--- src/rtl/wbs_pkg.sv ---
// ----------------------------------------------------------------------------
// Weighted branch selector package
// Shared widths, the edge write bundle and the token that travels the cells.
// ----------------------------------------------------------------------------
`default_nettype none

package wbs_pkg;

  localparam int NUM_EDGES = 64;
  localparam int EDGE_W    = 6;
  localparam int NODE_W    = 6;
  localparam int WEIGHT_W  = 16;
  localparam int ROLL_W    = 16;
  localparam int SUM_W     = WEIGHT_W + EDGE_W;
  localparam int CNT_W     = EDGE_W + 1;

  typedef struct packed {
    logic                en;
    logic [EDGE_W-1:0]   idx;
    logic [NODE_W-1:0]   node;
    logic                present;
    logic [WEIGHT_W-1:0] weight;
  } wr_t;

  typedef struct packed {
    logic              vld;
    logic              pass2;
    logic [NODE_W-1:0] node;
    logic [SUM_W-1:0]  acc;
    logic [CNT_W-1:0]  cnt;
    logic              zero;
    logic [SUM_W-1:0]  target;
    logic [CNT_W-1:0]  k;
    logic              hit;
    logic [EDGE_W-1:0] chosen;
    logic [EDGE_W-1:0] last;
  } tok_t;

endpackage

`default_nettype wire

--- src/rtl/wbs_ctrl.sv ---
// ----------------------------------------------------------------------------
// Weighted branch selector controller
// Accepts items, launches the two tokens and forms the selection result.
// ----------------------------------------------------------------------------
`default_nettype none

module wbs_ctrl (
  input  wire logic                         clk,
  input  wire logic                         rst,
  input  wire logic                         start,
  input  wire logic                         action,
  input  wire logic [wbs_pkg::EDGE_W-1:0]   edge_index,
  input  wire logic [wbs_pkg::NODE_W-1:0]   node,
  input  wire logic                         entry_valid,
  input  wire logic [wbs_pkg::WEIGHT_W-1:0] weight,
  input  wire logic [wbs_pkg::ROLL_W-1:0]   roll,
  input  wire wbs_pkg::tok_t                tok_tail,
  output wbs_pkg::wr_t                      wr,
  output wbs_pkg::tok_t                     tok_head,
  output logic                              busy,
  output logic                              done,
  output logic [wbs_pkg::EDGE_W-1:0]        chosen_edge,
  output logic                              found
);

  typedef enum logic [4:0] {
    S_IDLE   = 5'b00001,
    S_PASS1  = 5'b00010,
    S_MUL    = 5'b00100,
    S_LAUNCH = 5'b01000,
    S_PASS2  = 5'b10000
  } state_t;

  localparam int PW_W = wbs_pkg::ROLL_W + wbs_pkg::SUM_W;
  localparam int PK_W = wbs_pkg::ROLL_W + wbs_pkg::CNT_W;

  state_t                      state;
  state_t                      state_next;
  logic [wbs_pkg::NODE_W-1:0]  sel_node;
  logic [wbs_pkg::ROLL_W-1:0]  sel_roll;
  logic [wbs_pkg::SUM_W-1:0]   total;
  logic [wbs_pkg::CNT_W-1:0]   count;
  logic [PW_W-1:0]             prod_w;
  logic [PK_W-1:0]             prod_k;
  logic [wbs_pkg::SUM_W-1:0]   target;
  logic                        accept;

  assign busy   = (state != S_IDLE);
  assign accept = start && !busy;

  assign wr.en      = accept && !action;
  assign wr.idx     = edge_index;
  assign wr.node    = node;
  assign wr.present = entry_valid;
  assign wr.weight  = weight;

  assign target = prod_w[PW_W-1:wbs_pkg::ROLL_W]
                + {{(wbs_pkg::SUM_W-1){1'b0}}, (prod_w[wbs_pkg::ROLL_W-1:0] != '0)};

  always_comb begin
    state_next = state;
    unique case (state)
      S_IDLE: begin
        if (accept && action) begin
          state_next = S_PASS1;
        end
      end
      S_PASS1: begin
        if (tok_tail.vld) begin
          state_next = S_MUL;
        end
      end
      S_MUL: begin
        state_next = S_LAUNCH;
      end
      S_LAUNCH: begin
        state_next = S_PASS2;
      end
      S_PASS2: begin
        if (tok_tail.vld) begin
          state_next = S_IDLE;
        end
      end
      default: begin
        state_next = S_IDLE;
      end
    endcase
  end

  always_ff @(posedge clk) begin
    if (rst) begin
      state    <= S_IDLE;
      done     <= 1'b0;
      tok_head <= '0;
    end else begin
      state           <= state_next;
      done            <= (state == S_PASS2) && tok_tail.vld;
      tok_head.vld    <= (state == S_IDLE && accept && action) || (state == S_LAUNCH);
      tok_head.pass2  <= (state == S_LAUNCH);
      tok_head.node   <= (state == S_IDLE) ? node : sel_node;
      tok_head.acc    <= '0;
      tok_head.cnt    <= '0;
      tok_head.zero   <= (total == '0);
      tok_head.target <= target;
      tok_head.k      <= prod_k[PK_W-1:wbs_pkg::ROLL_W];
      tok_head.hit    <= 1'b0;
      tok_head.chosen <= '0;
      tok_head.last   <= '0;
    end
  end

  always_ff @(posedge clk) begin
    if (state == S_IDLE && accept && action) begin
      sel_node <= node;
      sel_roll <= roll;
    end
    if (state == S_PASS1 && tok_tail.vld) begin
      total <= tok_tail.acc;
      count <= tok_tail.cnt;
    end
    if (state == S_MUL) begin
      prod_w <= PW_W'(sel_roll) * PW_W'(total);
      prod_k <= PK_W'(sel_roll) * PK_W'(count);
    end
    if (state == S_PASS2 && tok_tail.vld) begin
      found       <= (tok_tail.cnt != '0);
      chosen_edge <= (tok_tail.cnt == '0) ? '0 :
                     (tok_tail.hit ? tok_tail.chosen : tok_tail.last);
    end
  end

endmodule

`default_nettype wire

--- config.mk ---
export PLATFORM = sky130hd
export DESIGN_NAME = wbs_ctrl
export DESIGN_NICKNAME = d
export VERILOG_FILES = /design/src/rtl/wbs_pkg.sv /design/src/rtl/wbs_ctrl.sv
export SDC_FILE = /design/constraint.sdc
export NUM_CORES = 1
export LEC_CHECK = 0
export BUFFER_PORTS_ARGS = -buffer_cell sky130_fd_sc_hd__clkbuf_2
export CORE_MARGIN = 1
export CORE_UTILIZATION = 61
export DETAILED_ROUTE_END_ITERATION = 16
export GPL_TIMING_DRIVEN = 0
export HOLD_SLACK_MARGIN = 0.02
export PLACE_DENSITY = 0.89
export SETUP_SLACK_MARGIN = 0.1
export SKIP_CTS_REPAIR_TIMING = 1
export SKIP_LAST_GASP = 1
export SYNTH_ARGS = -nofsm -noshare
export SYNTH_HDL_FRONTEND = slang
export SYNTH_SLANG_ARGS = --single-unit
--- constraint.sdc ---
create_clock -name clk -period 7.7 [get_ports clk]
set_input_delay 1.155 -clock clk [delete_from_list [all_inputs] [get_ports clk]]
set_output_delay 1.155 -clock clk [all_outputs]
set_load 0.01 [all_outputs]
== Yosys cells after proc, flatten, opt, wreduce, memory -nomap -nowiden ==
Cells that the tools add are included.

* Add/subtract/negate cells: 1
* $mul: 2
* Equality and inequality tests: 9
* Mux-type cells: 6
* Reductions and logical operators: 15

{| class="wikitable"
|+ Operators by type and width
! cell !! count
|-
| multiplier 16 x 22 -> 38 bit || 1
|-
| one-hot mux 5 bit (5 select lines) || 1
|-
| multiplier 16 x 7 -> 23 bit || 1
|-
| adder 22 x 1 -> 22 bit || 1
|-
| zero test 22 bit || 1
|-
| nonzero test 16 bit || 1
|-
| 2-to-1 mux 5 bit || 3
|-
| 2-to-1 mux 6 bit || 2
|-
| logical AND 1 bit || 7
|-
| zero test 7 bit || 1
|-
| nonzero test 7 bit || 1
|-
| inequality test 2 bit (second input constant) || 3
|-
| == test 5 x 1 -> 1 bit (second input constant) || 1
|-
| == test 5 x 2 -> 1 bit (second input constant) || 1
|-
| == test 5 x 3 -> 1 bit (second input constant) || 1
|-
| == test 5 x 4 -> 1 bit (second input constant) || 1
|-
| == test 5 bit (second input constant) || 1
|-
| inequality test 5 x 1 -> 1 bit (second input constant) || 1
|-
| AND reduction 3 bit || 1
|-
| zero test 1 bit || 2
|-
| logical OR 1 bit || 1
|}

* Bits in registers: 205
* Bits of input ports: 129

== Longest topological paths before layout ==
* Depth after elaboration: 6
* Gate-level depth with buffers: 25
* Mapped depth without buffers: 23

== Least setup slack after synthesis ==
No wires, ideal clock.

* Path kind: register -> register
* Start: reg sel_roll[1] (netlist bit)
* End: reg prod_w[37] (data pin)
* Library setup time: 0.262 ns
* Arrival time: 6.040 ns
* Data required time: 7.438 ns
* Slack: 1.398 ns
* Cell stages (with the launch flop): 25
* Period minus slack after synthesis: 6.302 ns
* Cells stage by stage: edfxtp_1 > buf_2 > clkbuf_1 > nand2_1 > fa_1 > inv_1 > fa_1 > inv_1 > fa_1 > inv_1 > fa_1 > fa_1 > inv_1 > fa_1 > inv_1 > ha_1 > and3_4 > nor3b_1 > a2111oi_2 > nand2_1 > a31oi_4 > o21ai_2 > a41o_1 > a221oi_2 > xnor2_1

* Longest elaborated chain between the ends: 1

{| class="wikitable"
|+ Ends and longest elaborated chain
! item !! line !! text
|-
| start: declaration || wbs_ctrl.sv:40 || <nowiki>logic [wbs_pkg::ROLL_W-1:0] sel_roll;</nowiki>
|-
| start signal: assignment || wbs_ctrl.sv:115 || <nowiki>sel_roll <= roll;</nowiki>
|-
| multiplier 16 x 22 -> 38 bit || wbs_ctrl.sv:122 || <nowiki>prod_w <= PW_W'(sel_roll) * PW_W'(total);</nowiki>
|-
| end signal: assignment || wbs_ctrl.sv:122 ||
|-
| end: declaration || wbs_ctrl.sv:43 || <nowiki>logic [PW_W-1:0] prod_w;</nowiki>
|}

No other way between the ends.
A chain may end at the register's enable or synchronous reset.

== Worst setup path in the final report ==
* Start: reg sel_roll[6] (netlist bit)
* End: reg prod_w[36] (data pin)

Same word-level chain as after synthesis.

==> results list <==
- Final critical path time including I/O delays and setup: 7520 ps
* Area added between synthesis and finish: 9.96%
- For the final database, setup skew stands at 11.2 ps.
* DR DRC count: 0
- The synthesized design contains 103 enable-type register cells.
- At the end of the flow the core is filled with cells to 68.5%.
* Setup repair after global routing missed its margin: false
- The number of global-route vias before repair came to 15.9k.
* Crit path capture type: flip-flop
* Max frequency: 133 MHz
- The worst hold path belongs to the class flip-flop to flip-flop.
* Setup TNS after final layout: 0 ps
- For this run, the total global-route usage over all layers was measured as 31.2%.
* Clock buffer count from CTS: 17
* Relative slew margins: 21.0%
- Ratio of cells with drive above 1 in the final layout: 11.7%
- Across the run, the number of max-cap violations was 0.
- First-pass GRT wire length: 78.7 mm
* Part of the Yosys area used for sequential elements: 20.1%
- For the pin with the worst max-slew slack, the measured transition is 1180 ps.
- Chip Height: 182 um
- Antenna diode instance count: 0
* Row cnt: 65
- RePlAce Congestion: 0.977
- IO buf count: 143
- The routed design has 49.9 mm of wire.
* Internal power: 3.18 mW
* Iteration-0 DRC count of the detailed router: 1,173
- Cell taking the most area after synthesis: fa_1
- Die area: 33,100 um^2
- Along the worst path, the maximum fanout reaches 10.
- The average instance in the mapped netlist occupies 9.69 um^2.
* Number of sinks driven by the clock tree: 147
- CTS clock-pin slew for the worst setup and hold paths: 60 ps
* DP HPWL: 39.0 mm
- Combinational cell fraction of total power: 68.3%
* Final Hold Vio Count: 0
- Pre-Repair DR Iteration Count: 6
- By area the synthesized netlist is led by fa_1 (35%), edfxtp_1 (16%), ha_1 (9.6%), inv_1 (7.4%), nand2_1 (5.9%).
- Post-Syn Instances: 2,039
- Fraction of synthesized cell area taken by the top area cell type: 35.1%
* Setup Viol. Count Final: 0
- From left edge to right edge, the die measures 182 um.
- Number of antenna-violating nets in the routed design: 0
- Peak VDD IR: 0.448 mV
- Top-Level Pins: 248
- Pin count of the biggest net entering global routing: 30
* Yosys warning count: 0
- Area of the mapped netlist: 19,800 um^2
- Startpoint-to-endpoint class of the critical path: flip-flop to flip-flop
- Total number of vias: 15.0k
* Total overflow reported by the global router: 0
- Counting flops and latches in the post-synthesis netlist gives 147.
* Crit path arrival time: 7710 ps
* Leakage component of the power: 10.9 nW
- For this design the ratio of total power to cell area is 271 nW/um^2.
- In the synthesized netlist the async set-or-reset flop fraction comes to 0%.
- The flow ran to the end, and the final reports show no timing, DRC or antenna violations.
- The count of final max-slew check failures is 0.
- In the final routed layout, each cell accounts on average for 18.8 um.
- Drt via density: 5.63
* Number of buffers on the longest clock path: 2
- The number of antenna violations at the first check in global routing came to 0.
- Initial cell density of the core: 62.3%
* Number of H-tree levels: 4
- Primary FF master, synth: edfxtp_1
- Post-synth top cells: inv_1 (392), fa_1 (346), nand2_1 (309)
- After layout, the worst path uses 97.6% of the clock period.
* Share of total power in the clock network: 13.7%
* Core region area: 31,700 um^2
- The clock reaches the later pin of the worst-skew pair after 440 ps.
- Launching element type of the critical path: flip-flop
- Sequential cells account for 18.0% of the total power.
* Final #Nets: 2,869
- Most repeated cell in the gate-level netlist after synthesis: inv_1
* P_sw: 2.72 mW
* Clock root buffer: clkbuf_16
- Yosys mapped the design onto 56 distinct sky130hd cell types.
- CTS tree: yes
- CP required: 7890 ps
* Net switching share of the total power: 46.1%
## through the flow
step                total power, mW  hold WS [ps]  setup WS, ps  instance area [um^2]  instances
floorplan                      4.18           429          1400                 19900       2080
global placement               4.88           438           450                 21100       2625
detailed placement             5.04           442           304                 21200       2626
CTS                            5.89           462           274                 21700       2658
global route                   6.42           489           110                 21700       2658
finish                         5.89           458           182                 21700       2658
## path summary, 6_finish.rpt
kind | startpoint | endpoint | slack, ps | cells past startpoint
worst max-delay path | sel_roll[6] | prod_w[36] | 180 | 22
worst min-delay path | prod_k[17] | tok_head[14] | 460 | 1
worst max register to register | sel_roll[6] | prod_w[36] | 180 | 22
worst min register to register | prod_k[17] | tok_head[14] | 460 | 1
## flip-flops by register name, summed over array words and instances, names as in the netlist
register     flops
found            1
done             1
chosen_edge      6
prod_k           7
sel_roll        16
tok_head        38
count            7
prod_w          38
state            5
sel_node         6
total           22
## power by group through the flow
stage | logic (mW) | clock network (mW) | registers, mW
after floorplan | 3.10 | 0 | 1.08
after global placement | 3.80 | 0 | 1.08
after detailed placement | 3.96 | 0 | 1.08
after CTS | 4.01 | 0.813 | 1.06
after global routing | 4.52 | 0.841 | 1.06
final | 4.03 | 0.805 | 1.06
## final cells by class
class                      count  area, um^2
inverter                     392        1470
sequential                   147        3970
multi-input combinational   1381       13600
tap                          402         503
clock buffer                  22         485
fill                        2309        9990
buffer                       160         878
clock inverter                10        72.6
timing repair buffer         144         736
## worst max-delay path, stage by stage, from the launching register on
cell,delay [ps]
edfxtp_1,350
clkbuf_1,510
clkbuf_1,640
nand2_1,190
fa_1,480
fa_1,540
inv_1,50
ha_1,190
fa_1,480
inv_1,50
fa_1,470
fa_1,520
inv_1,40
ha_1,350
a21oi_1,200
o221ai_1,170
a21oi_1,340
a21oi_1,190
a211oi_1,550
a2111oi_1,240
o211a_1,320
a221oi_2,290
xnor2_1,90
## routing by layer
metal | routed length (um) | up-vias | part of all wire, % | track usage, %
li1 | - | 6516 | - | -
met4 | 3130 | 0 | 6.3 | 19.2
met3 | 4410 | 240 | 8.8 | 6.08
met2 | 24900 | 824 | 50 | 53.2
met5 | 0 | - | 0 | 0
met1 | 17500 | 7382 | 35 | 36.6
## cells in the final DEF (no fill, tap or decap), types with 14 or more instances in the layout
cell	count
conb_1	42
fa_1	346
dfxtp_1	44
nand3_1	22
buf_4	71
a21o_1	32
inv_1	392
o21ai_0	16
nor2_1	57
a21oi_1	36
nor2b_1	14
and2_1	184
xor2_1	29
nand2_1	309
clkbuf_1	82
xnor2_1	34
clkbuf_16	18
edfxtp_1	103
clkbuf_2	150
ha_1	151
## kinds of logic (layout without fill, tap and decap cells)
family / Yosys count / in the layout / share of synthesized area, %
AND/OR/NAND/NOR: 640 / 640 / 15.5
buffers and inverters: 552 / 728 / 11.8
adder cells (fa/ha/maj): 497 / 497 / 44.6
flip-flops: 147 / 147 / 20.1
AO/OA/AOI/OAI: 127 / 127 / 4.48
XOR/XNOR: 63 / 63 / 2.79
multiplexers: 12 / 12 / 0.608
other: 1 / 42 / 0.0190
Power figures use the tool's default switching activity.
