<file path="src/rtl/wbs_pkg.sv">
// ----------------------------------------------------------------------------
// Weighted branch selector package
// Shared widths, the edge write bundle and the token that travels the cells.
// ----------------------------------------------------------------------------
`default_nettype none

package wbs_pkg;

  localparam int NUM_EDGES = 64;
  localparam int EDGE_W    = 6;
  localparam int NODE_W    = 6;
  localparam int WEIGHT_W  = 16;
  localparam int ROLL_W    = 16;
  localparam int SUM_W     = WEIGHT_W + EDGE_W;
  localparam int CNT_W     = EDGE_W + 1;

  typedef struct packed {
    logic                en;
    logic [EDGE_W-1:0]   idx;
    logic [NODE_W-1:0]   node;
    logic                present;
    logic [WEIGHT_W-1:0] weight;
  } wr_t;

  typedef struct packed {
    logic              vld;
    logic              pass2;
    logic [NODE_W-1:0] node;
    logic [SUM_W-1:0]  acc;
    logic [CNT_W-1:0]  cnt;
    logic              zero;
    logic [SUM_W-1:0]  target;
    logic [CNT_W-1:0]  k;
    logic              hit;
    logic [EDGE_W-1:0] chosen;
    logic [EDGE_W-1:0] last;
  } tok_t;

endpackage

`default_nettype wire

</file>
<file path="src/rtl/wbs_cell.sv">
// ----------------------------------------------------------------------------
// Weighted branch selector cell
// Holds one edge entry and updates the passing token by one register stage.
// ----------------------------------------------------------------------------
`default_nettype none

module wbs_cell (
  input  wire logic                       clk,
  input  wire logic                       rst,
  input  wire logic [wbs_pkg::EDGE_W-1:0] cell_idx,
  input  wire wbs_pkg::wr_t               wr,
  input  wire wbs_pkg::tok_t              tok_in,
  output wbs_pkg::tok_t                   tok_out
);

  logic                         present;
  logic [wbs_pkg::NODE_W-1:0]   source;
  logic [wbs_pkg::WEIGHT_W-1:0] weight;
  logic                         match;
  logic                         hit;
  logic [wbs_pkg::SUM_W-1:0]    acc_sum;
  wbs_pkg::tok_t                tok_next;

  always_ff @(posedge clk) begin
    if (rst) begin
      present <= 1'b0;
    end else if (wr.en && wr.idx == cell_idx) begin
      present <= wr.present;
    end
  end

  always_ff @(posedge clk) begin
    if (wr.en && wr.idx == cell_idx) begin
      source <= wr.node;
      weight <= wr.weight;
    end
  end

  assign match   = tok_in.vld && present && (source == tok_in.node);
  assign acc_sum = tok_in.acc + {{(wbs_pkg::SUM_W - wbs_pkg::WEIGHT_W){1'b0}}, weight};
  assign hit     = tok_in.zero ? (tok_in.cnt == tok_in.k) : (tok_in.target <= acc_sum);

  always_comb begin
    tok_next = tok_in;
    if (match) begin
      tok_next.acc  = acc_sum;
      tok_next.cnt  = tok_in.cnt + 1'b1;
      tok_next.last = cell_idx;
      if (tok_in.pass2 && hit && !tok_in.hit) begin
        tok_next.hit    = 1'b1;
        tok_next.chosen = cell_idx;
      end
    end
  end

  always_ff @(posedge clk) begin
    if (rst) begin
      tok_out <= '0;
    end else begin
      tok_out <= tok_next;
    end
  end

endmodule

`default_nettype wire

</file>
<file path="config.mk">
export PLATFORM = sky130hd
export DESIGN_NAME = wbs_cell
export DESIGN_NICKNAME = d
export VERILOG_FILES = /design/src/rtl/wbs_pkg.sv /design/src/rtl/wbs_cell.sv
export SDC_FILE = /design/constraint.sdc
export NUM_CORES = 1
export LEC_CHECK = 0
export BUFFER_PORTS_ARGS = -buffer_cell sky130_fd_sc_hd__buf_4
export CORE_MARGIN = 3
export CORE_UTILIZATION = 30
export CTS_CLUSTER_SIZE = 16
export DETAILED_ROUTE_END_ITERATION = 8
export PLACE_DENSITY_LB_ADDON = 0.08
export SLEW_MARGIN = 20
export SYNTH_ARGS = -nofsm -noshare
export SYNTH_HDL_FRONTEND = slang
export SYNTH_SLANG_ARGS = --single-unit
</file>
<file path="constraint.sdc">
create_clock -name clk -period 5.7 [get_ports clk]
set_input_delay 0.57 -clock clk [delete_from_list [all_inputs] [get_ports clk]]
set_output_delay 0.57 -clock clk [all_outputs]
set_load 0.01 [all_outputs]
</file>
# ---- Word level (Yosys, flattened, before mapping)
# Index checks and enable logic that the tools add are counted.
dict set report word_totals {
  output_inout_bits 80
  mem_count 0
  in_bits 118
  latchBits 0
  register_bits 103
  wordCells 30
  mem_bits_ro 0
  ram_bits 0
}
dict set report op_classes {
  n_reduce_logical 6
  eq_ne 3
  n_lt_le_gt_ge 1
  shift 0
  mux 4
  add_sub_neg 2
  div_mod_pow 0
  mul 0
  bitwise 0
}
# cell n
set ops {}
lappend ops {{29-bit 2-to-1 mux} 1}
lappend ops {{22-bit by 16-bit adder with 22-bit output} 1}
lappend ops {{22-bit less-or-equal comparator} 1}
lappend ops {{13-bit 2-to-1 mux} 1}
lappend ops {{6-bit equality test} 2}
lappend ops {{7-bit by 1-bit adder with 7-bit output (second input constant)} 1}
lappend ops {{7-bit equality test} 1}
lappend ops {{7-bit 2-to-1 mux} 1}
lappend ops {{1-bit logical AND} 5}
lappend ops {{1-bit logical NOT} 1}
lappend ops {{1-bit 2-to-1 mux} 1}

# ---- Logic depth before layout (Yosys ltp)
# Gate-level depths: netlist of run 1.
dict set report logic_depth {
  word_depth 7
  depth_mapped 16
  mapped_depth_nobuf 16
}

# ---- Worst setup path before layout of run 1
# No wires, ideal clock.
dict set report synth_path {
  path_type {in2reg}
  start {in tok_in[50] in the netlist's numbering}
  end {reg tok_out[10] in the netlist's numbering}
  setup_time_ps 72
  stages 16
  t_arrival_ps 4092
  slack_ps 1536
  t_required_ps 5628
  path_cell_list {ha_1 > inv_1 > fa_1 > nand2b_1 > a21o_1 > a2111o_1 > and3_1 > nor3_1 > xnor2_1 > ha_1 > nand3_1 > nor3_1 > a31o_2 > inv_1 > a311oi_4 > mux2i_1}
}
dict set report synth_via {
  elab_chain_cells 7
}
# item line
set synth_lines {}
lappend synth_lines {{from (decl)} wbs_cell.sv:12} ;# input wire wbs_pkg::tok_t tok_in,
lappend synth_lines {{22-bit by 16-bit adder with 22-bit output} wbs_cell.sv:40} ;# assign acc_sum = tok_in.acc + {{(wbs_pkg::SUM_W - wbs_pkg::WEIGHT_W){1'b0}}, weight};
lappend synth_lines {{22-bit less-or-equal comparator} wbs_cell.sv:41} ;# assign hit = tok_in.zero ? (tok_in.cnt == tok_in.k) : (tok_in.target <= acc_sum);
lappend synth_lines {{1-bit 2-to-1 mux} wbs_cell.sv:41}
lappend synth_lines {{1-bit logical AND (2 in a row)} wbs_cell.sv:49} ;# if (tok_in.pass2 && hit && !tok_in.hit) begin
lappend synth_lines {{7-bit 2-to-1 mux} wbs_cell.sv:49}
lappend synth_lines {{13-bit 2-to-1 mux} wbs_cell.sv:45} ;# if (match) begin
lappend synth_lines {{to (signal assigned)} wbs_cell.sv:60} ;# tok_out <= tok_next;
lappend synth_lines {{to (decl)} wbs_cell.sv:13} ;# output wbs_pkg::tok_t tok_out
# Every way passes these cells.
# A chain may end at the register's enable or synchronous reset.

# ---- Worst setup path in the final report of run 1
dict set report layout_path {
  start {reg weight[0] in the netlist's numbering}
  end {reg tok_out[8] in the netlist's numbering}
}
dict set report layout_via {
  elab_chain_cells 7
}
# item line
set layout_lines {}
lappend layout_lines {{from (decl)} wbs_cell.sv:18} ;# logic [wbs_pkg::WEIGHT_W-1:0] weight;
lappend layout_lines {{from (signal assigned)} wbs_cell.sv:35} ;# weight <= wr.weight;
lappend layout_lines {{22-bit by 16-bit adder with 22-bit output} wbs_cell.sv:40}
lappend layout_lines {{22-bit less-or-equal comparator} wbs_cell.sv:41}
lappend layout_lines {{1-bit 2-to-1 mux} wbs_cell.sv:41}
lappend layout_lines {{1-bit logical AND (2 in a row)} wbs_cell.sv:49}
lappend layout_lines {{7-bit 2-to-1 mux} wbs_cell.sv:49}
lappend layout_lines {{13-bit 2-to-1 mux} wbs_cell.sv:45}
# Every way passes these cells.

==> run metrics, run 1 <==
WP data required roughly 6 ns; clock power share 0.377; total power approximately 1800 uW; setup bufs post-CTS 0; # hold bufs at CTS 0; worst-path fanout max 6; IR drop worst, VDD approximately 160 uV; share of layout cells above drive strength 1 0.320; beginning of the worst hold path wr[18]; First-pass DRT Iterations 4; Die ar. roughly 0.019 sq mm; cell area power density ~250 mW/mm^2; I/O pin count 198; PortBufs slightly below 200; number of global-route vias before repair about 4.4k; # rows 47; most frequent cells in the layout buf_4 (199), dfxtp_1 (81), nand2_1 (60); most common cell after layout, fill and taps aside buf_4; Yosys cell types between 60 and 70; FILL cells around 1.7k; deepest clock path buffer count 2; Mapped Nets 682; first-pass GRT wire length ~23000 microns; Hold WC Path Type primary input to flop; drt wl/cell approximately 16 microns; share of flip-flops with an asynchronous set or reset 0; Area Growth Syn to Fin 39.3%; DRT iter0 DRCs between 100 and 150; metal1 wirelength 6520 microns; Slew HR 0.384; largest net degree at the start of global routing 76; Tcrit/Tclk final 0.786; MaxCap Viol Count 0; Initial Util 0.307; Core ar. ~0.017 sq mm; # clock sinks around 100; DR DRC count 0; reg2reg end tok_out[8]$_SDFF_PP0_; multi-input logic area ~0.0027 sq mm; syn_area_per_cell just under 10 sq um; Primary FF master, synth dfxtp_1; Pint 1300 uW; CTS resizes 0; WHS Endpoint source[1]$_DFFE_PP_; top sig layer met4; total track usage 0.160; Worst EP arrival between 4 and 5 ns; WP buf/inv 2; remaining antenna violation count 0; FF+latch area ~0.0023 sq mm; hold depth 1; P_sw between 400 and 500 uW; CTS root buffer clkbuf_16; clock skew 0.0146 ns; final setup vio count 0; final wirelength 15200 microns; Final Max Slew Viols 0; GP Congestion roughly 0.84; synthesis-stage register bit count about 100; fin crit period between 4 and 5 ns; flop2flop setup slack 1.22 ns; highest achievable clock rate between 200 and 250 MHz; antenna violations before repair 0; DP HPWL 11600 microns; Logic pwr share 0.182; crit start category flop; WL met2 between 7000 and 8000 microns; die height 136 microns; clock slew at reported path FFs 0.08 ns; vias per inst between 4 and 5; # diodes 0; worst-margin pin slew roughly 0.92 ns; CP max stage cell a311oi_4; FF-to-FF path depth 16; Post-synth EDFFs 22; Ys Warns 0; Die W 136 microns; cts bufs inserted 9; Cells after Synth 524; GRT Residual Overflow 0; post-synthesis sequential area ratio 0.448; # H-tree levels 3; post-route setup TNS 0 ns; WL met3 about 940 microns; Synth Cell Area between 0.005 and 0.006 sq mm; endpoint type of the worst setup path flop; slowest cell delay on critical path roughly 0.56 ns; Nets approximately 870; Seq pwr share 0.442; crit-path cells ha_1 -> inv_1 -> fa_1 -> nand2b_1 -> a21o_1 -> a2111o_1 -> and3_1 -> nor3_1 -> xnor2_1 -> ha_1 -> nand3_1 -> nor3_1 -> a31o_2 -> inv_1 -> a311oi_4 -> mux2i_1; worst skew pair latency about 0.36 ns; crit-path leading delay family compound AO/OA/AOI/OAI gates; Critical R2R Launch weight[0]$_DFFE_PP_; Worst Setup Path Type flop to flop; leakage just over 0.003 uW; vias post-DR 4341; Fin. Hold Viols 0; switch share 0.266; status finished clean; TritonCTS clock tree built; unrepaired setup endpoints after global routing no
[kinds of logic (layout without fill, tap and decap cells)]
family,after synthesis,after routing,share of synthesized area
AOI/OAI and AO/OA,101,101,0.130
xor gates and xnor gates,43,43,0.0739
adders and majority gates,40,40,0.0997
buffers and inverters,34,228,0.0287
DFF,103,103,0.448
muxes,11,11,0.0224
and+or+nand+nor,192,192,0.197
[state kept, by name, indices dropped and copies added, names as in the netlist]
register  cells
tok_out      80
source        6
present       1
weight       16
[worst max path at each step]
stage | start | slack (ns) | cells past startpoint | endpoint
after floorplan | tok_in[50] | 1.54 | 16 | tok_out[10]$_SDFF_PP0_
after CTS | weight[0]$_DFFE_PP_ | 1.16 | 16 | tok_out[8]$_SDFF_PP0_
after detailed placement | tok_in[50] | 0.86 | 17 | tok_out[8]$_SDFF_PP0_
after global routing | weight[10]$_DFFE_PP_ | 0.88 | 14 | tok_out[8]$_SDFF_PP0_
final | weight[0]$_DFFE_PP_ | 1.22 | 16 | tok_out[8]$_SDFF_PP0_
after global placement | tok_in[50] | 1.00 | 17 | tok_out[9]$_SDFF_PP0_
[cell type report]
type / instances / area share
multi-input combinational: 387 / 0.377
sequential: 103 / 0.322
timing repair buffer: 199 / 0.211
tap: 220 / 0.0388
clock buffer: 10 / 0.0337
clock inverter: 6 / 0.0118
inverter: 13 / 0.00688
[cells in the mapped netlist (all sizes together) (9+ instances only)]
cell type  instances  area [sq um]
dfxtp             81          1620
nor3               9          50.1
inv               12          45.0
o21ai             14          70.1
xor2              18           158
clkbuf            13          48.8
nand3             16          80.1
nor2b             41           257
ha                39           488
a21oi             41           205
nor2              29           116
edfxtp            22           661
nand2             60           225
xnor2             25           219
[power groups by stage]
stage | registers, uW | clock network (uW) | logic [uW]
after floorplan | 817 | 0 | 147
after global routing | 788 | 720 | 362
final | 785 | 670 | 323
after global placement | 802 | 0 | 321
after CTS | 785 | 696 | 327
after detailed placement | 802 | 0 | 325
[through the flow]
step	cell area [sq um]	utilization	instances	hold slack [ns]	worst slack, ns
finish	7090	0.428	938	0.376	1.22
global route	7090	0.428	938	0.354	0.885
CTS	7090	0.428	938	0.358	1.16
detailed placement	6770	0.408	922	0.487	0.860
global placement	6770	0.408	922	0.480	1.00
floorplan	5090	-	524	0.460	1.54
[layer usage]
metal  global-route usage  up-vias
met4               0.0616        0
met3               0.0377       21
met2                0.274      135
met1                0.195     1967
li1                     -     2218
met5                    0        -
No activity file was read; power rests on OpenSTA's default activity.
==> run 2, diff against run 1 <==
- ABC_AREA: unset -> 1
- clock period: 5.7 -> 4.4 ns (I/O delays scaled with it)
==> run 2 against run 1 <==
Net effect:
- setup slack lost 0.42 ns
- die area rose by 5.9%
- cell count increased by 23%
- fmax up 24%
- largest power group unchanged
==> run metrics, run 2 <==
crit-path leading delay family simple AND/OR/NAND/NOR gates; WP buf/inv 2; max reg flops 80; Cells after Synth about 730; status finished clean; highest achievable clock rate between 200 and 300 MHz; total track usage 0.165; DR DRC count 0; I/O pin count 198; synthesis-stage register bit count between 100 and 150; First-pass DRT Iterations 4; Area Growth Syn to Fin 36.8%; setup bufs post-CTS 0; final wirelength about 16000 microns; Worst Setup Path Type flop to flop; syn_area_per_cell 7.39 sq um; worst-path fanout max 12; Ys Warns 0; CP max stage cell fa_1; vias per inst 4.36; clock power share 0.369; Primary FF master, synth dfxtp_1; post-route setup slack between 0.7 and 0.8 ns; Largest regs tok_out: 80 flops, weight: 16 flops, source: 6 flops; GP Congestion 0.856; drt wl/cell 14.1 microns; post-route setup TNS 0 ns; cell taking the most area after synthesis dfxtp_1; Final Cell Area ~0.0074 sq mm; # diodes 0; Yosys cell types 39; largest net degree at the start of global routing 56; leakage between 0.003 and 0.004 uW; clock slew at reported path FFs ~0.08 ns; first-pass GRT wire length 25700 microns; Synth Cell Area 0.00541 sq mm; crit start category flop; Core ar. 0.0175 sq mm; cts bufs inserted 9; share of flip-flops with an asynchronous set or reset 0; placed cell areas about 0.007 sq mm; Post-synth EDFFs 22; P_sw between 600 and 700 uW; DRT iter0 DRCs approximately 200; post-synth top area share 0.300; MaxCap Viol Count 0; post-synthesis sequential area ratio 0.422; unrepaired setup endpoints after global routing no; Die ar. around 0.020 sq mm; Slew HR 0.313; final setup vio count 0; antenna violations before repair 0; TritonCTS clock tree built; CTS root buffer clkbuf_16; Nets 1083; Worst EP arrival approximately 3.9 ns; fin crit period between 3 and 4 ns; Hold WC Path Type primary input to flop; remaining antenna violation count 0; Largest Register tok_out; Tcrit/Tclk final 0.819; Die W between 100 and 150 microns; # H-tree levels 3; worst-margin pin slew between 1 and 1.5 ns; count leader, synth nand2_1; number of global-route vias before repair roughly 5k; most frequent cells in the layout buf_4 (199), nand2_1 (159), inv_1 (125); cell area power density approximately 310 mW/mm^2; Final Max Slew Viols 0; vias post-DR roughly 5.0k; # clock sinks 103; Logic pwr share 0.191; # hold bufs at CTS 0; Area contributors post-synth dfxtp_1 (30%), edfxtp_1 (12%), nand2_1 (11%); Seq pwr share 0.440; clock skew 0.0101 ns; Mapped Nets about 900; slowest cell delay on critical path 0.41 ns; crit-path cells ha_1 -> inv_1 -> fa_1 -> inv_1 -> nand3_1 -> nand2_1 -> nand3_1 -> nand2_2 -> a21oi_1 -> or2_2 -> and2_1 -> ha_1 -> nand2_1 -> nor2_1 -> nand2_1 -> nor3_1 -> nor2_1 -> nand2_2 -> nand3_2 -> nand2_1 -> nand2_1 -> nor2_1; switch share 0.278; die height about 140 microns; share of layout cells above drive strength 1 0.242; # rows 48; worst skew pair latency 0.36 ns; DP HPWL about 13000 microns; Worst Setup Slack post-DPL between 0.6 and 0.7 ns; endpoint type of the worst setup path flop; worst hold margin about 0.25 ns; PortBufs 197; most common cell after layout, fill and taps aside buf_4; CP dominant cell by count nand2_1; Initial Util 0.309; Pint 1670 uW; IR drop worst, VDD about 190 uV; Commonest cells post-synth nand2_1 (159), inv_1 (126), nor2_1 (105); CTS resizes 0; deepest clock path buffer count 2; GRT Residual Overflow 0; Fin. Hold Viols 0; WP data required between 4 and 5 ns
## run 2: cell count changes after synthesis, moves of 10 or more
cell      previous run  this run
nor2b_1             41         0
nor2_1              28       105
nand3_1             16        34
o21ai_0             13        30
xor2_1              18         7
nand2_1             60       159
clkbuf_1            13         3
inv_1               12       126
xnor2_1             25        12
## run 2: power by group through the flow
stage	Clock [uW]	Combinational, uW	Sequential, uW
4_1_cts	883	449	1020
6_report	852	442	1020
2_1_floorplan	0	209	1060
5_1_grt	922	504	1020
3_5_place_dp	0	447	1040
3_3_place_gp	0	447	1040
## run 2: cells by family after synthesis
| group | after synthesis | share of synthesized area |
|---|---|---|
| simple gates | 336 | 0.261 |
| flops | 103 | 0.422 |
| xor+xnor | 19 | 0.0308 |
| buf+inv | 144 | 0.106 |
| compound gates | 89 | 0.0866 |
| fa+ha+maj | 40 | 0.0940 |
## run 2: layout make-up
class / instances / area (sq um)
repair buffers: 199 / 1490
clock inverters: 6 / 77.6
inverters: 128 / 480
clock buffers: 10 / 229
flip-flops and latches: 103 / 2280
fillers: 1847 / 10100
multi-input cells: 484 / 2550
well taps: 225 / 282
## run 2: final timing paths
kind	slack, ns	end	start	cells after the start
max reg2reg	0.80	tok_out[7]$_SDFF_PP0_	weight[0]$_DFFE_PP_	22
min reg2reg	0.52	present$_SDFFE_PP0P_	present$_SDFFE_PP0P_	2
max	0.80	tok_out[7]$_SDFF_PP0_	weight[0]$_DFFE_PP_	22
min	0.25	source[0]$_DFFE_PP_	wr[17]	1
## run 2: worst register-to-register path, cell delays in order, from the launching register on
cell and delay, ns:
edfxtp_1 0.33, ha_1 0.23, inv_1 0.07, fa_1 0.41, inv_1 0.10, nand3_1 0.09, nand2_1 0.15, nand3_1 0.10
nand2_2 0.13, a21oi_1 0.09, or2_2 0.29, and2_1 0.14, ha_1 0.27, nand2_1 0.06, nor2_1 0.14, nand2_1 0.11
nor3_1 0.18, nor2_1 0.07, nand2_2 0.08, nand3_2 0.22, nand2_1 0.13, nand2_1 0.05, nor2_1 0.10
## run 2: routing by layer
metal,vias up,track usage,wire length [microns]
met2,128,0.258,7120
met1,2217,0.228,7860
met3,14,0.0393,1010
met4,0,0.0444,238
li1,2673,-,-
met5,-,0,0
## run 2: metrics by stage
stage / total power (uW) / utilization / instances
finish: 2310 / 0.423 / 1155
global route: 2450 / 0.423 / 1155
CTS: 2350 / 0.423 / 1155
detailed placement: 1490 / 0.406 / 1139
global placement: 1490 / 0.406 / 1139
floorplan: 1270 / - / 731
==> run 3, diff against run 2 <==
- ABC_AREA: 1 -> 0
- clock period: 4.4 -> 3.6 ns (I/O delays scaled with it)
==> run 3 against run 2 <==
Net effect:
- the run now ends with negative setup slack left
- sequential cell count unchanged
- cell area increased by 3.3%
- register-to-register slack got worse by 0.84 ns
- via count decreased by 9.2%
- clock skew decreased by 0.0035 ns
- critical endpoint is now tok_out[8]$_SDFF_PP0_
==> run metrics, run 3 (synthesis results as in run 1) <==
status finished with violations; failing checks negative setup slack; Largest Register tok_out; post-route setup slack -0.0450 ns; most frequent cells in the layout buf_4 (252), dfxtp_1 (81), nand2_1 (60); worst-margin pin slew roughly 0.84 ns; DR DRC count 0; CP max stage cell edfxtp_1; Hold WC Path Type primary input to flop; clock skew 0.00654 ns; drt wl/cell between 15 and 20 microns; worst hold margin 0.174 ns; hold depth 1; Final Max Slew Viols 0; Fin. Hold Viols 0; CTS root buffer clkbuf_16; Die ar. 0.0186 sq mm; I/O pin count slightly below 200; deepest clock path buffer count 2; crit-path cells ha_1 -> a211o_1 -> a2111oi_2 -> nor2_1 -> a21oi_2 -> buf_4 -> a21oi_1 -> xnor2_1 -> ha_1 -> o21a_1 -> o21a_1 -> o22ai_2 -> nor2_2 -> a311oi_4 -> buf_12 -> mux2i_1; Nets just over 900; highest achievable clock rate 274 MHz; met1 global-route usage 0.192; # rows 47; unrepaired setup endpoints after global routing yes; number of global-route vias before repair 4548; fin util 0.461; WHS Endpoint source[4]$_DFFE_PP_; Worst Setup Path Type flop to flop; IR drop worst, VDD 245 uV; final wirelength 15300 microns; crit start category flop; GP Congestion 0.817; Area Growth Syn to Fin 50.0%; post-route setup TNS -0.232 ns; Initial Util 0.307; largest net degree at the start of global routing 44; Core ar. around 0.017 sq mm; final setup vio count 6; antenna violations before repair 0; First-pass DRT Iterations 4; flop2flop setup slack -0.05 ns; FF-to-FF path depth 16; fin crit period ~3.6 ns; cell area power density roughly 370 mW/mm^2; vias post-DR 4569; MaxCap Viol Count 0; # hold bufs at CTS 0; max reg flops 80; GRT Residual Overflow 0; Slew HR 0.437; Top Usage Layer GRT met2; WP data required slightly below 4 ns; total track usage 0.162; Critical R2R Launch weight[10]$_DFFE_PP_; worst-path fanout max 6; GRT met2 Usage 0.294; slowest cell delay on critical path roughly 0.37 ns; # diodes 0; crit-path leading delay family compound AO/OA/AOI/OAI gates; endpoint type of the worst setup path flop; DP HPWL ~12000 microns; most common cell after layout, fill and taps aside buf_4; first-pass GRT wire length roughly 23000 microns; cts bufs inserted 9; DRT iter0 DRCs 125; GR met3 Demand/Resource 0.0426; leakage between 0.003 and 0.004 uW; remaining antenna violation count 0; TritonCTS clock tree built; Tcrit/Tclk final 1.01; die height around 140 microns; FILL cells about 1.6k; multi-input logic area roughly 0.0028 sq mm; worst skew pair latency 0.36 ns; Largest regs tok_out: 80 flops, weight: 16 flops, source: 6 flops; PortBufs roughly 200; share of layout cells above drive strength 1 0.400; beginning of the worst hold path wr[21]; # clock sinks slightly above 100; Die W around 140 microns; FF+latch area approximately 0.0023 sq mm; # H-tree levels 3; WP buf/inv 2; clock slew at reported path FFs 0.08 ns; Worst EP arrival just under 4 ns; vias per inst 4.61; reg2reg end tok_out[8]$_SDFF_PP0_
-- run 3: cell types whose count changed in the layout (fill, tap and decap cells not counted), moves of 5 or more --
cell	change
inv_1	-115
nand2_1	-99
nor2_1	-78
buf_4	+53
nor2b_1	+41
nand3_1	-20
o21ai_0	-18
a21oi_1	-13
xnor2_1	+12
xor2_1	+11
mux2i_1	+8
a21oi_2	+5
o21a_1	+5
-- run 3: cell type report --
cell class                 count  share of cell area
clock inverter                 7             0.00933
inverter                      13             0.00639
clock buffer                   9              0.0295
multi-input combinational    387               0.370
sequential                   103               0.299
timing repair buffer         253               0.250
tap                          220              0.0360
-- run 3: where the power goes --
part           switching, uW  internal, uW  total [uW]
clock network            486           492         978
registers               14.2          1230        1240
logic                    274           314         589
total                    775          2030        2810
-- run 3: what timing repair did --
item,in CTS,in global routing
setup buffers,1,3
resized for setup,7,7
setup endpoints to repair,7,7
pin swaps,13,1
-- run 3: worst max-delay path by stage --
stage / from / to / slack [ns] / depth (start not counted)
after floorplan: weight[0]$_DFFE_PP_ / tok_out[10]$_SDFF_PP0_ / -0.05 / 16
after CTS: weight[0]$_DFFE_PP_ / tok_out[10]$_SDFF_PP0_ / -0.05 / 17
after global routing: weight[0]$_DFFE_PP_ / tok_out[7]$_SDFF_PP0_ / -0.23 / 16
after global placement: tok_in[50] / tok_out[6]$_SDFF_PP0_ / -0.31 / 18
after detailed placement: tok_in[50] / tok_out[8]$_SDFF_PP0_ / -0.36 / 18
final: weight[10]$_DFFE_PP_ / tok_out[8]$_SDFF_PP0_ / -0.05 / 16
-- run 3: metrics by stage --
stage,instance area (sq um),power (uW),worst slack (ns),cells
floorplan,5170,1540,-0.0494,524
global placement,7230,1840,-0.309,972
detailed placement,7230,1850,-0.359,972
CTS,7580,2850,-0.0538,989
global route,7640,2960,-0.227,992
finish,7640,2810,-0.0450,992
-- run 3: layer usage --
layer	up-vias	part of all wire
li1	2335	-
met4	0	0.0083
met2	121	0.50
met5	-	0
met3	7	0.054
met1	2106	0.43
